==> src/hdl/rsakg_pkg.sv <==
// Shared types and constants for the RSA key pair generator.
package rsakg_pkg;
  localparam logic [1:0] STATUS_OK        = 2'd0;
  localparam logic [1:0] STATUS_NOT_PRIME = 2'd1;
  localparam logic [1:0] STATUS_NOT_COPR  = 2'd2;
  localparam logic [31:0] DEFAULT_EXP     = 32'd65537;
  localparam int unsigned DIV_W           = 64;

  typedef struct packed {
    logic        start;
    logic [63:0] dividend;
    logic [63:0] divisor;
  } rsakg_div_req_t;

  typedef struct packed {
    logic        done;
    logic [63:0] quot;
    logic [63:0] rem;
  } rsakg_div_rsp_t;
endpackage

==> src/hdl/rsakg_if.sv <==
// Valid/ready channel interfaces for requests, results and configuration.
interface rsakg_in_if;
  logic        valid;
  logic        ready;
  logic [15:0] prime_p;
  logic [15:0] prime_q;
  modport source (output valid, prime_p, prime_q, input ready);
  modport sink   (input valid, prime_p, prime_q, output ready);
endinterface

interface rsakg_out_if;
  logic        valid;
  logic        ready;
  logic [1:0]  status;
  logic [31:0] modulus;
  logic [31:0] private_exponent;
  modport source (output valid, status, modulus, private_exponent, input ready);
  modport sink   (input valid, status, modulus, private_exponent, output ready);
endinterface

interface rsakg_cfg_if;
  logic        valid;
  logic        ready;
  logic [31:0] data;
  modport source (output valid, data, input ready);
  modport sink   (input valid, data, output ready);
endinterface

==> src/hdl/rsakg_div.sv <==
// Shared radix-2 restoring divider, one quotient bit per cycle.
module rsakg_div import rsakg_pkg::*; (
  input  logic           clk,
  input  logic           rst_n,
  input  rsakg_div_req_t req,
  output rsakg_div_rsp_t rsp
);
  logic [63:0] quot_r, quot_nxt;
  logic [63:0] rem_r, rem_nxt;
  logic [63:0] dsr_r, dsr_nxt;
  logic [6:0]  cnt_r, cnt_nxt;
  logic        busy_r, busy_nxt;
  logic        done_r, done_nxt;
  logic [64:0] shifted;
  logic [64:0] diff;

  always_comb begin
    shifted  = {rem_r, quot_r[63]};
    diff     = shifted - {1'b0, dsr_r};
    quot_nxt = quot_r;
    rem_nxt  = rem_r;
    dsr_nxt  = dsr_r;
    cnt_nxt  = cnt_r;
    busy_nxt = busy_r;
    done_nxt = 1'b0;
    if (req.start) begin
      quot_nxt = req.dividend;
      rem_nxt  = '0;
      dsr_nxt  = req.divisor;
      cnt_nxt  = 7'(DIV_W);
      busy_nxt = 1'b1;
    end else if (busy_r) begin
      if (!diff[64]) begin
        rem_nxt  = diff[63:0];
        quot_nxt = {quot_r[62:0], 1'b1};
      end else begin
        rem_nxt  = shifted[63:0];
        quot_nxt = {quot_r[62:0], 1'b0};
      end
      cnt_nxt = cnt_r - 7'd1;
      if (cnt_r == 7'd1) begin
        busy_nxt = 1'b0;
        done_nxt = 1'b1;
      end
    end
  end

  always_ff @(posedge clk) begin
    if (!rst_n) begin
      busy_r <= 1'b0;
      done_r <= 1'b0;
      cnt_r  <= '0;
    end else begin
      busy_r <= busy_nxt;
      done_r <= done_nxt;
      cnt_r  <= cnt_nxt;
    end
    quot_r <= quot_nxt;
    rem_r  <= rem_nxt;
    dsr_r  <= dsr_nxt;
  end

  assign rsp.done = done_r;
  assign rsp.quot = quot_r;
  assign rsp.rem  = rem_r;
endmodule

==> src/hdl/rsakg_mul.sv <==
// Shared 32x32 multiplier with registered product.
module rsakg_mul (
  input  logic        clk,
  input  logic [31:0] op_a,
  input  logic [31:0] op_b,
  output logic [63:0] prod
);
  logic [63:0] prod_r;
  always_ff @(posedge clk) begin
    prod_r <= 64'(op_a) * 64'(op_b);
  end
  assign prod = prod_r;
endmodule

==> src/hdl/rsa_key_pair_generator_top.sv <==
// Top level: sequencer for trial division, gcd and extended Euclid.
// Run time is data dependent; every division uses the shared divider.
// A 16-bit prime needs up to 86 divisions; gcd and inverse take up to ~47
// division steps each. A small p that is rejected in S_PCHK needs no division.
// Throughput: one request at a time; in_ready high only when idle with no
// result waiting. Reset (synchronous, rst_n low): sequencer idle, no result, e = 65537.
module rsa_key_pair_generator_top import rsakg_pkg::*; #(
  parameter int PRIME_BITS = 16
) (
  input  logic clk,
  input  logic rst_n,
  rsakg_in_if.sink    in_ch,
  rsakg_out_if.source out_ch,
  rsakg_cfg_if.sink   cfg_ch
);
  // state codes
  localparam logic [3:0] S_IDLE   = 4'd0;
  localparam logic [3:0] S_PCHK   = 4'd1;  // small cases of current candidate
  localparam logic [3:0] S_PDIV   = 4'd2;  // divide candidate by trial value
  localparam logic [3:0] S_PWAIT  = 4'd3;
  localparam logic [3:0] S_MUL_N  = 4'd4;
  localparam logic [3:0] S_MUL_P  = 4'd5;
  localparam logic [3:0] S_MUL_W  = 4'd6;
  localparam logic [3:0] S_GDIV   = 4'd7;
  localparam logic [3:0] S_GWAIT  = 4'd8;
  localparam logic [3:0] S_IDIV   = 4'd9;
  localparam logic [3:0] S_IWAIT  = 4'd10;
  localparam logic [3:0] S_IMUL   = 4'd11;
  localparam logic [3:0] S_IUPD   = 4'd12;
  localparam logic [3:0] S_OUT    = 4'd13;
  localparam logic [3:0] S_KSQ    = 4'd14;  // k*k product wait

  localparam logic [31:0] PMASK = (PRIME_BITS >= 32) ? 32'hFFFF_FFFF
                                  : 32'((64'd1 << PRIME_BITS) - 64'd1);

  logic [3:0]  state_r, state_nxt;
  logic [31:0] exp_r;
  logic [15:0] p_r, q_r;
  logic        which_r, which_nxt;        // 0: testing p, 1: testing q
  logic [17:0] k_r, k_nxt;                // trial divisor base 6k-1
  logic [1:0]  tsel_r, tsel_nxt;          // 0:2 1:3 2:k 3:k+2
  logic [63:0] n_r, n_nxt, phi_r, phi_nxt;
  logic [63:0] x_r, x_nxt, y_r, y_nxt;    // gcd / remainder pair
  logic [63:0] a_r, a_nxt, na_r, na_nxt;
  logic        odd_r, odd_nxt;            // index parity of a
  logic        any_r, any_nxt;            // index nonzero
  logic [63:0] qt_r, qt_nxt;
  logic [1:0]  st_r, st_nxt;
  logic [31:0] d_r, d_nxt, mod_r, mod_nxt;
  logic        ov_r, ov_nxt;

  rsakg_div_req_t dreq;
  rsakg_div_rsp_t drsp;
  logic [31:0] ma, mb;
  logic [63:0] mprod;

  rsakg_div u_div (.clk(clk), .rst_n(rst_n), .req(dreq), .rsp(drsp));
  rsakg_mul u_mul (.clk(clk), .op_a(ma), .op_b(mb), .prod(mprod));

  logic [15:0] cand;
  logic [63:0] tdiv;
  logic        in_take;                   // request accepted this cycle
  assign cand = which_r ? q_r : p_r;

  always_comb begin
    unique case (tsel_r)
      2'd0:    tdiv = 64'd2;
      2'd1:    tdiv = 64'd3;
      2'd2:    tdiv = 64'(k_r);
      default: tdiv = 64'(k_r) + 64'd2;
    endcase
  end

  // result registers stay put until taken, so hold off new requests meanwhile
  assign in_ch.ready  = (state_r == S_IDLE) && !ov_r;
  assign in_take      = in_ch.valid && in_ch.ready;
  assign cfg_ch.ready = 1'b1;
  assign out_ch.valid = ov_r;
  assign out_ch.status = st_r;
  assign out_ch.modulus = mod_r;
  assign out_ch.private_exponent = d_r;

  always_comb begin
    state_nxt = state_r; which_nxt = which_r; k_nxt = k_r; tsel_nxt = tsel_r;
    n_nxt = n_r; phi_nxt = phi_r; x_nxt = x_r; y_nxt = y_r;
    a_nxt = a_r; na_nxt = na_r; odd_nxt = odd_r; any_nxt = any_r;
    qt_nxt = qt_r; st_nxt = st_r; d_nxt = d_r; mod_nxt = mod_r; ov_nxt = ov_r;
    dreq = '{start: 1'b0, dividend: '0, divisor: 64'd1};
    ma = 32'(k_r); mb = 32'(k_r);
    if (ov_r && out_ch.ready) ov_nxt = 1'b0;
    unique case (state_r)
      S_IDLE: begin
        if (in_take) begin
          which_nxt = 1'b0;
          state_nxt = S_PCHK;
        end
      end
      S_PCHK: begin
        // 0/1 not prime, 2/3 prime, else test 2 and 3 then 6k+-1
        if (cand <= 16'd1) begin
          st_nxt = STATUS_NOT_PRIME; state_nxt = S_OUT;
        end else if (cand <= 16'd3) begin
          if (which_r) state_nxt = S_MUL_N;
          else which_nxt = 1'b1;
        end else begin
          tsel_nxt = 2'd0; k_nxt = 18'd5; state_nxt = S_PDIV;
        end
      end
      S_PDIV: begin
        dreq.start = 1'b1; dreq.dividend = 64'(cand); dreq.divisor = tdiv;
        state_nxt = S_PWAIT;
      end
      S_PWAIT: begin
        if (drsp.done) begin
          if (drsp.rem == 64'd0) begin
            st_nxt = STATUS_NOT_PRIME; state_nxt = S_OUT;
          end else begin
            unique case (tsel_r)
              2'd0: begin tsel_nxt = 2'd1; state_nxt = S_PDIV; end
              2'd1: begin tsel_nxt = 2'd2; state_nxt = S_KSQ; end
              2'd2: begin tsel_nxt = 2'd3; state_nxt = S_PDIV; end
              default: begin
                tsel_nxt = 2'd2; k_nxt = k_r + 18'd6; state_nxt = S_KSQ;
              end
            endcase
          end
        end
      end
      S_KSQ: state_nxt = S_MUL_W;
      S_MUL_W: begin
        // k*k <= cand ? keep dividing : candidate is prime
        if (mprod <= 64'(cand)) state_nxt = S_PDIV;
        else if (which_r) state_nxt = S_MUL_N;
        else begin which_nxt = 1'b1; state_nxt = S_PCHK; end
      end
      S_MUL_N: begin
        ma = 32'(p_r); mb = 32'(q_r);
        state_nxt = S_MUL_P;
      end
      S_MUL_P: begin
        n_nxt = mprod;
        ma = 32'(p_r) - 32'd1; mb = 32'(q_r) - 32'd1;
        state_nxt = S_GDIV;
        x_nxt = 64'(exp_r); y_nxt = '0; any_nxt = 1'b0; // y loaded next
        tsel_nxt = 2'd0;
      end
      S_GDIV: begin
        if (tsel_r == 2'd0) begin
          // first cycle: capture phi
          phi_nxt = mprod; y_nxt = mprod; tsel_nxt = 2'd1;
        end else if (y_r == 64'd0) begin
          if (x_r != 64'd1) begin
            st_nxt = STATUS_NOT_COPR; state_nxt = S_OUT;
          end else begin
            x_nxt = phi_r; y_nxt = 64'(exp_r);
            a_nxt = '0; na_nxt = 64'd1; odd_nxt = 1'b0; any_nxt = 1'b0;
            state_nxt = S_IDIV;
          end
        end else begin
          dreq.start = 1'b1; dreq.dividend = x_r; dreq.divisor = y_r;
          state_nxt = S_GWAIT;
        end
      end
      S_GWAIT: begin
        if (drsp.done) begin
          x_nxt = y_r; y_nxt = drsp.rem; state_nxt = S_GDIV;
        end
      end
      S_IDIV: begin
        if (y_r == 64'd0) begin
          st_nxt = STATUS_OK; mod_nxt = n_r[31:0];
          if (!any_r || a_r == 64'd0) d_nxt = '0;
          else if (odd_r) d_nxt = a_r[31:0];
          else d_nxt = phi_r[31:0] - a_r[31:0];
          state_nxt = S_OUT;
        end else begin
          dreq.start = 1'b1; dreq.dividend = x_r; dreq.divisor = y_r;
          state_nxt = S_IWAIT;
        end
      end
      S_IWAIT: begin
        if (drsp.done) begin
          qt_nxt = drsp.quot; x_nxt = y_r; y_nxt = drsp.rem;
          state_nxt = S_IMUL;
        end
      end
      S_IMUL: begin
        // coefficients stay below phi < 2^32
        ma = qt_r[31:0]; mb = na_r[31:0];
        state_nxt = S_IUPD;
      end
      S_IUPD: begin
        a_nxt = na_r; na_nxt = a_r + mprod;
        odd_nxt = ~odd_r; any_nxt = 1'b1;
        state_nxt = S_IDIV;
      end
      S_OUT: begin
        if (st_r != STATUS_OK) begin mod_nxt = '0; d_nxt = '0; end
        if (!ov_r) begin ov_nxt = 1'b1; state_nxt = S_IDLE; end
      end
      default: state_nxt = S_IDLE;
    endcase
  end

  always_ff @(posedge clk) begin
    if (!rst_n) begin
      state_r <= S_IDLE;
      ov_r    <= 1'b0;
      exp_r   <= DEFAULT_EXP;
    end else begin
      state_r <= state_nxt;
      ov_r    <= ov_nxt;
      if (cfg_ch.valid) exp_r <= cfg_ch.data;
    end
    if (in_take) begin
      p_r <= in_ch.prime_p & PMASK[15:0];
      q_r <= in_ch.prime_q & PMASK[15:0];
    end
    which_r <= which_nxt; k_r <= k_nxt; tsel_r <= tsel_nxt;
    n_r <= n_nxt; phi_r <= phi_nxt; x_r <= x_nxt; y_r <= y_nxt;
    a_r <= a_nxt; na_r <= na_nxt; odd_r <= odd_nxt; any_r <= any_nxt;
    qt_r <= qt_nxt; st_r <= st_nxt; d_r <= d_nxt; mod_r <= mod_nxt;
  end
endmodule
==> src/flat_wrapper.sv <==
// flat-port wrapper written by rule: the top's interface ports become plain ports
module rsa_key_pair_generator_top_flat import rsakg_pkg::*;
#(
  parameter int PRIME_BITS = 16
)
  (clk, rst_n, in_ch_valid, in_ch_prime_p, in_ch_prime_q, in_ch_ready, out_ch_valid, out_ch_status, out_ch_modulus, out_ch_private_exponent, out_ch_ready, cfg_ch_valid, cfg_ch_data, cfg_ch_ready);
  rsakg_in_if in_ch_i ();
  rsakg_out_if out_ch_i ();
  rsakg_cfg_if cfg_ch_i ();
  input  logic clk;
  input  logic rst_n;
  input wire logic [$bits(in_ch_i.valid)-1:0] in_ch_valid;
  input wire logic [$bits(in_ch_i.prime_p)-1:0] in_ch_prime_p;
  input wire logic [$bits(in_ch_i.prime_q)-1:0] in_ch_prime_q;
  output wire logic [$bits(in_ch_i.ready)-1:0] in_ch_ready;
  output wire logic [$bits(out_ch_i.valid)-1:0] out_ch_valid;
  output wire logic [$bits(out_ch_i.status)-1:0] out_ch_status;
  output wire logic [$bits(out_ch_i.modulus)-1:0] out_ch_modulus;
  output wire logic [$bits(out_ch_i.private_exponent)-1:0] out_ch_private_exponent;
  input wire logic [$bits(out_ch_i.ready)-1:0] out_ch_ready;
  input wire logic [$bits(cfg_ch_i.valid)-1:0] cfg_ch_valid;
  input wire logic [$bits(cfg_ch_i.data)-1:0] cfg_ch_data;
  output wire logic [$bits(cfg_ch_i.ready)-1:0] cfg_ch_ready;
  assign in_ch_i.valid = in_ch_valid;
  assign in_ch_i.prime_p = in_ch_prime_p;
  assign in_ch_i.prime_q = in_ch_prime_q;
  assign in_ch_ready = in_ch_i.ready;
  assign out_ch_valid = out_ch_i.valid;
  assign out_ch_status = out_ch_i.status;
  assign out_ch_modulus = out_ch_i.modulus;
  assign out_ch_private_exponent = out_ch_i.private_exponent;
  assign out_ch_i.ready = out_ch_ready;
  assign cfg_ch_i.valid = cfg_ch_valid;
  assign cfg_ch_i.data = cfg_ch_data;
  assign cfg_ch_ready = cfg_ch_i.ready;
  rsa_key_pair_generator_top #(.PRIME_BITS(PRIME_BITS)) u_core (.clk(clk), .rst_n(rst_n), .in_ch(in_ch_i), .out_ch(out_ch_i), .cfg_ch(cfg_ch_i));
endmodule
==> config.mk <==
export PLATFORM = sky130hd
export DESIGN_NAME = rsa_key_pair_generator_top_flat
export DESIGN_NICKNAME = d
export VERILOG_FILES = /design/src/hdl/rsakg_pkg.sv /design/src/hdl/rsakg_if.sv /design/src/hdl/rsakg_div.sv /design/src/hdl/rsakg_mul.sv /design/src/hdl/rsa_key_pair_generator_top.sv /design/src/flat_wrapper.sv
export SDC_FILE = /design/constraint.sdc
export NUM_CORES = 2
export LEC_CHECK = 0
export BUFFER_PORTS_ARGS = -buffer_cell sky130_fd_sc_hd__buf_2
export CAP_MARGIN = 30
export CORE_ASPECT_RATIO = 1.4
export CORE_MARGIN = 8
export CORE_UTILIZATION = 35
export CTS_CLUSTER_SIZE = 30
export DETAILED_ROUTE_END_ITERATION = 12
export PLACE_DENSITY_LB_ADDON = 0.08
export SLEW_MARGIN = 25
export SYNTH_ARGS = -nofsm -noshare
export SYNTH_HDL_FRONTEND = slang
export SYNTH_SLANG_ARGS = --single-unit
export TNS_END_PERCENT = 1
==> constraint.sdc <==
create_clock -name clk -period 13.2 [get_ports clk]
set_clock_uncertainty 0.15 [all_clocks]
set_input_delay 1.32 -clock clk [delete_from_list [all_inputs] [get_ports clk]]
set_output_delay 1.32 -clock clk [all_outputs]
set_load 0.05 [all_outputs]
==> results.json <==
{
  "die_x_microns": 407,
  "worstPathArrival_ns": 12.21,
  "clk_latency_ns": 0.69,
  "cts.sinks": 806,
  "crit_start": "u_core.p_r[3]",
  "rows": 201,
  "final_cell_mix": "inv_1 (1075), nor2_1 (966), nand2_1 (909)",
  "cp_max_fo": 14,
  "route.detailed.drc": 0,
  "cts_hold_buf": 0,
  "grt_antenna_before_repair": 10,
  "postSynthAreaPerCell_sq_um": 9.48,
  "r2r_slack_ns": 1.42,
  "grt_max_degree": 135,
  "place.gp.congestion": 0.978,
  "path_clk_slew_ns": 0.08,
  "crit_path_frequent_cell": "fa_1",
  "core_sq_um": 213000,
  "cp_slowest_stage_delay_ns": 0.76,
  "tightest_slew_ns": 1.14,
  "hold_depth": 0,
  "wl_per_cell_microns": 27.9,
  "cts_buffers": 79,
  "hp-class": "reg -> reg",
  "critical_path_required_ns": 13.64,
  "yosysWarnings": 0,
  "slew_violations": 0,
  "fin_tns_setup_ns": 0,
  "htree_levels": 3,
  "syn2layout_area_growth_pct": 9.65,
  "path_buf_inv": 5,
  "grt_overflow": 0,
  "drt_iter0_drc": 4477,
  "finalSetupViolCount": 0,
  "cts_resized": 0,
  "fin_crit_ns": 11.78,
  "crit_family": "adder cells",
  "worstHoldEndpoint": "u_core.qt_r[19]",
  "post-dp-hpwl_microns": 242000,
  "reg2reg_from": "u_core.p_r[3]",
  "fmax_mhz": 84.9,
  "layout_commonest_cell": "inv_1",
  "die_h_microns": 563,
  "fill_cells": 21700,
  "final-instance-count-excl-fill": 10800,
  "cts_tree": "built",
  "synth-edff-count": 632,
  "die-area_sq_um": 229000,
  "final_layout_size_suffix_gt1_share_pct": 7.32,
  "clock_path_buffers": 3,
  "hold_viol_final": 0,
  "status": "completed",
  "cap_violations": 0,
  "syn_inst": 7890,
  "synth_cell_types": 100,
  "nets": 9319,
  "synth-main-ff-cell": "edfxtp_1",
  "rsz0062_at_grt": "no",
  "finalCritPeriodShare_pct": 89.2,
  "grt_use_total_pct": 26.0,
  "reg2reg_depth": 34,
  "grt_pass1_wl_microns": 435000,
  "synth_seq_cells": 806,
  "wirelength_microns": 302000,
  "synthTopCellsByArea": "edfxtp_1 (25%), fa_1 (24%), ha_1 (7.4%)",
  "placedCellCount": 10700,
  "synth_top_area_share_pct": 25.4,
  "port_buffers": 136,
  "dr.pass1.iters": 6,
  "first_global_vias": 61200,
  "min_from": "u_core.u_div.quot_r[19]",
  "syn_nets": 9301,
  "cp-start-kind": "register",
  "synth_top_area_cell": "edfxtp_1",
  "worstReg2RegEnd": "u_core.u_mul.prod[54]",
  "worst_setup_path_end_kind": "register",
  "io_pins": 138,
  "cp_slowest_cell": "o21ai_2",
  "root_buffer": "clkbuf_16",
  "post_cts_buffers": 0,
  "synthesis.area_sq_um": 74800,
  "ant_nets": 0,
  "start_util_pct": 35.1,
  "via_per_inst": 5.39,
  "routed-via-count": 58300,
  "path_class": "reg -> reg",
  "ys_seq_area_share_pct": 30.0,
  "relSlewSlack_pct": 23.1,
  "synthArstFlopShare_pct": 0
}
[synth_stat cells, types with 7 or more instances]
library cell / number
o21a_1: 46
and2_1: 100
dfxtp_1: 174
o22ai_1: 8
and4_1: 9
a211oi_1: 61
nor3b_1: 9
nand2_1: 913
a22oi_1: 34
a31oi_1: 28
o31ai_1: 15
and3_1: 90
or3_1: 25
a21o_1: 147
nor3_1: 55
buf_1: 24
a41oi_1: 10
or2_2: 21
xnor2_1: 158
nor2_1: 976
nor4_1: 103
o2111ai_1: 7
buf_2: 47
clkbuf_1: 322
o211ai_1: 22
a221o_1: 24
o21ai_1: 55
mux2i_1: 108
a22o_1: 65
o21bai_1: 39
xor2_1: 101
ha_1: 443
nand2b_1: 51
nor2b_1: 30
o21ai_0: 285
inv_1: 1076
nand3_1: 67
a21oi_1: 389
edfxtp_1: 632
fa_1: 899
nand4_1: 77
[metrics by stage]
stage / cell area [sq um] / hold WS, ns / utilization [%] / setup slack (ns)
after global placement: 79200 / 0.285 / 37.1 / 1.58
after CTS: 82000 / 0.311 / 38.4 / 1.49
after global routing: 82000 / 0.321 / 38.4 / 1.09
final: 82000 / 0.309 / 38.5 / 1.42
after floorplan: 74800 / 0.276 / - / 0.820
after detailed placement: 79300 / 0.287 / 37.2 / 1.58
[how the worst max path moves through the flow]
| stage | cells past startpoint | slack (ns) | endpoint |
|---|---|---|---|
| detailed placement | 34 | 1.58 | u_core.u_mul.prod[54] |
| global route | 34 | 1.09 | u_core.u_mul.prod[59] |
| finish | 34 | 1.42 | u_core.u_mul.prod[54] |
| CTS | 34 | 1.49 | u_core.u_mul.prod[54] |
| global placement | 33 | 1.58 | u_core.u_mul.prod[54] |
| floorplan | 5 | 0.82 | u_core.out_ch.modulus[0] |
[flip-flops by register name (all words and copies together), names as in the netlist, 2 cells and up]
signal                          count
u_core.a_r                         64
u_core.na_r                        64
u_core.phi_r                       64
u_core.u_div.dsr_r                 64
u_core.u_div.quot_r                64
u_core.u_div.rem_r                 64
u_core.u_mul.prod                  64
u_core.x_r                         64
u_core.y_r                         64
u_core.exp_r                       32
u_core.n_r                         32
u_core.out_ch.modulus              32
u_core.out_ch.private_exponent     32
u_core.qt_r                        32
u_core.k_r                         17
u_core.p_r                         16
u_core.q_r                         16
u_core.u_div.cnt_r                  7
u_core.state_r                      4
u_core.out_ch.status                2
u_core.tsel_r                       2
[cell families after synthesis]
family | synth area share (%)
AO/OA/AOI/OAI | 11.3
XOR/XNOR | 3.03
adder cells (fa/ha/maj) | 31.5
buffers and inverters | 7.58
flip-flops | 30.0
multiplexers | 1.45
other | 0.00501
AND/OR/NAND/NOR | 15.1
[per-layer routing]
layer	up-vias	global-route usage (%)	routed length (microns)
met5	-	0	0
met4	0	13.4	19600
met3	523	2.17	13800
met2	1874	45.0	149000
met1	29900	32.2	120000
li1	26100	-	-
[layout make-up]
class / instances / area, sq um / area share, %
Multi-Input combinational cell: 5602 / 47000 / 57.3
Sequential cell: 806 / 22500 / 27.4
Inverter: 1079 / 4050 / 4.94
Tap cell: 2842 / 3560 / 4.34
Timing Repair Buffer: 340 / 2280 / 2.78
Clock buffer: 105 / 2200 / 2.68
Clock inverter: 42 / 449 / 0.548
Antenna cell: 6 / 15.0 / 0.0183
Power is not shown: default switching activity piles up to over one toggle a cycle in this logic, so the estimate is an artifact.
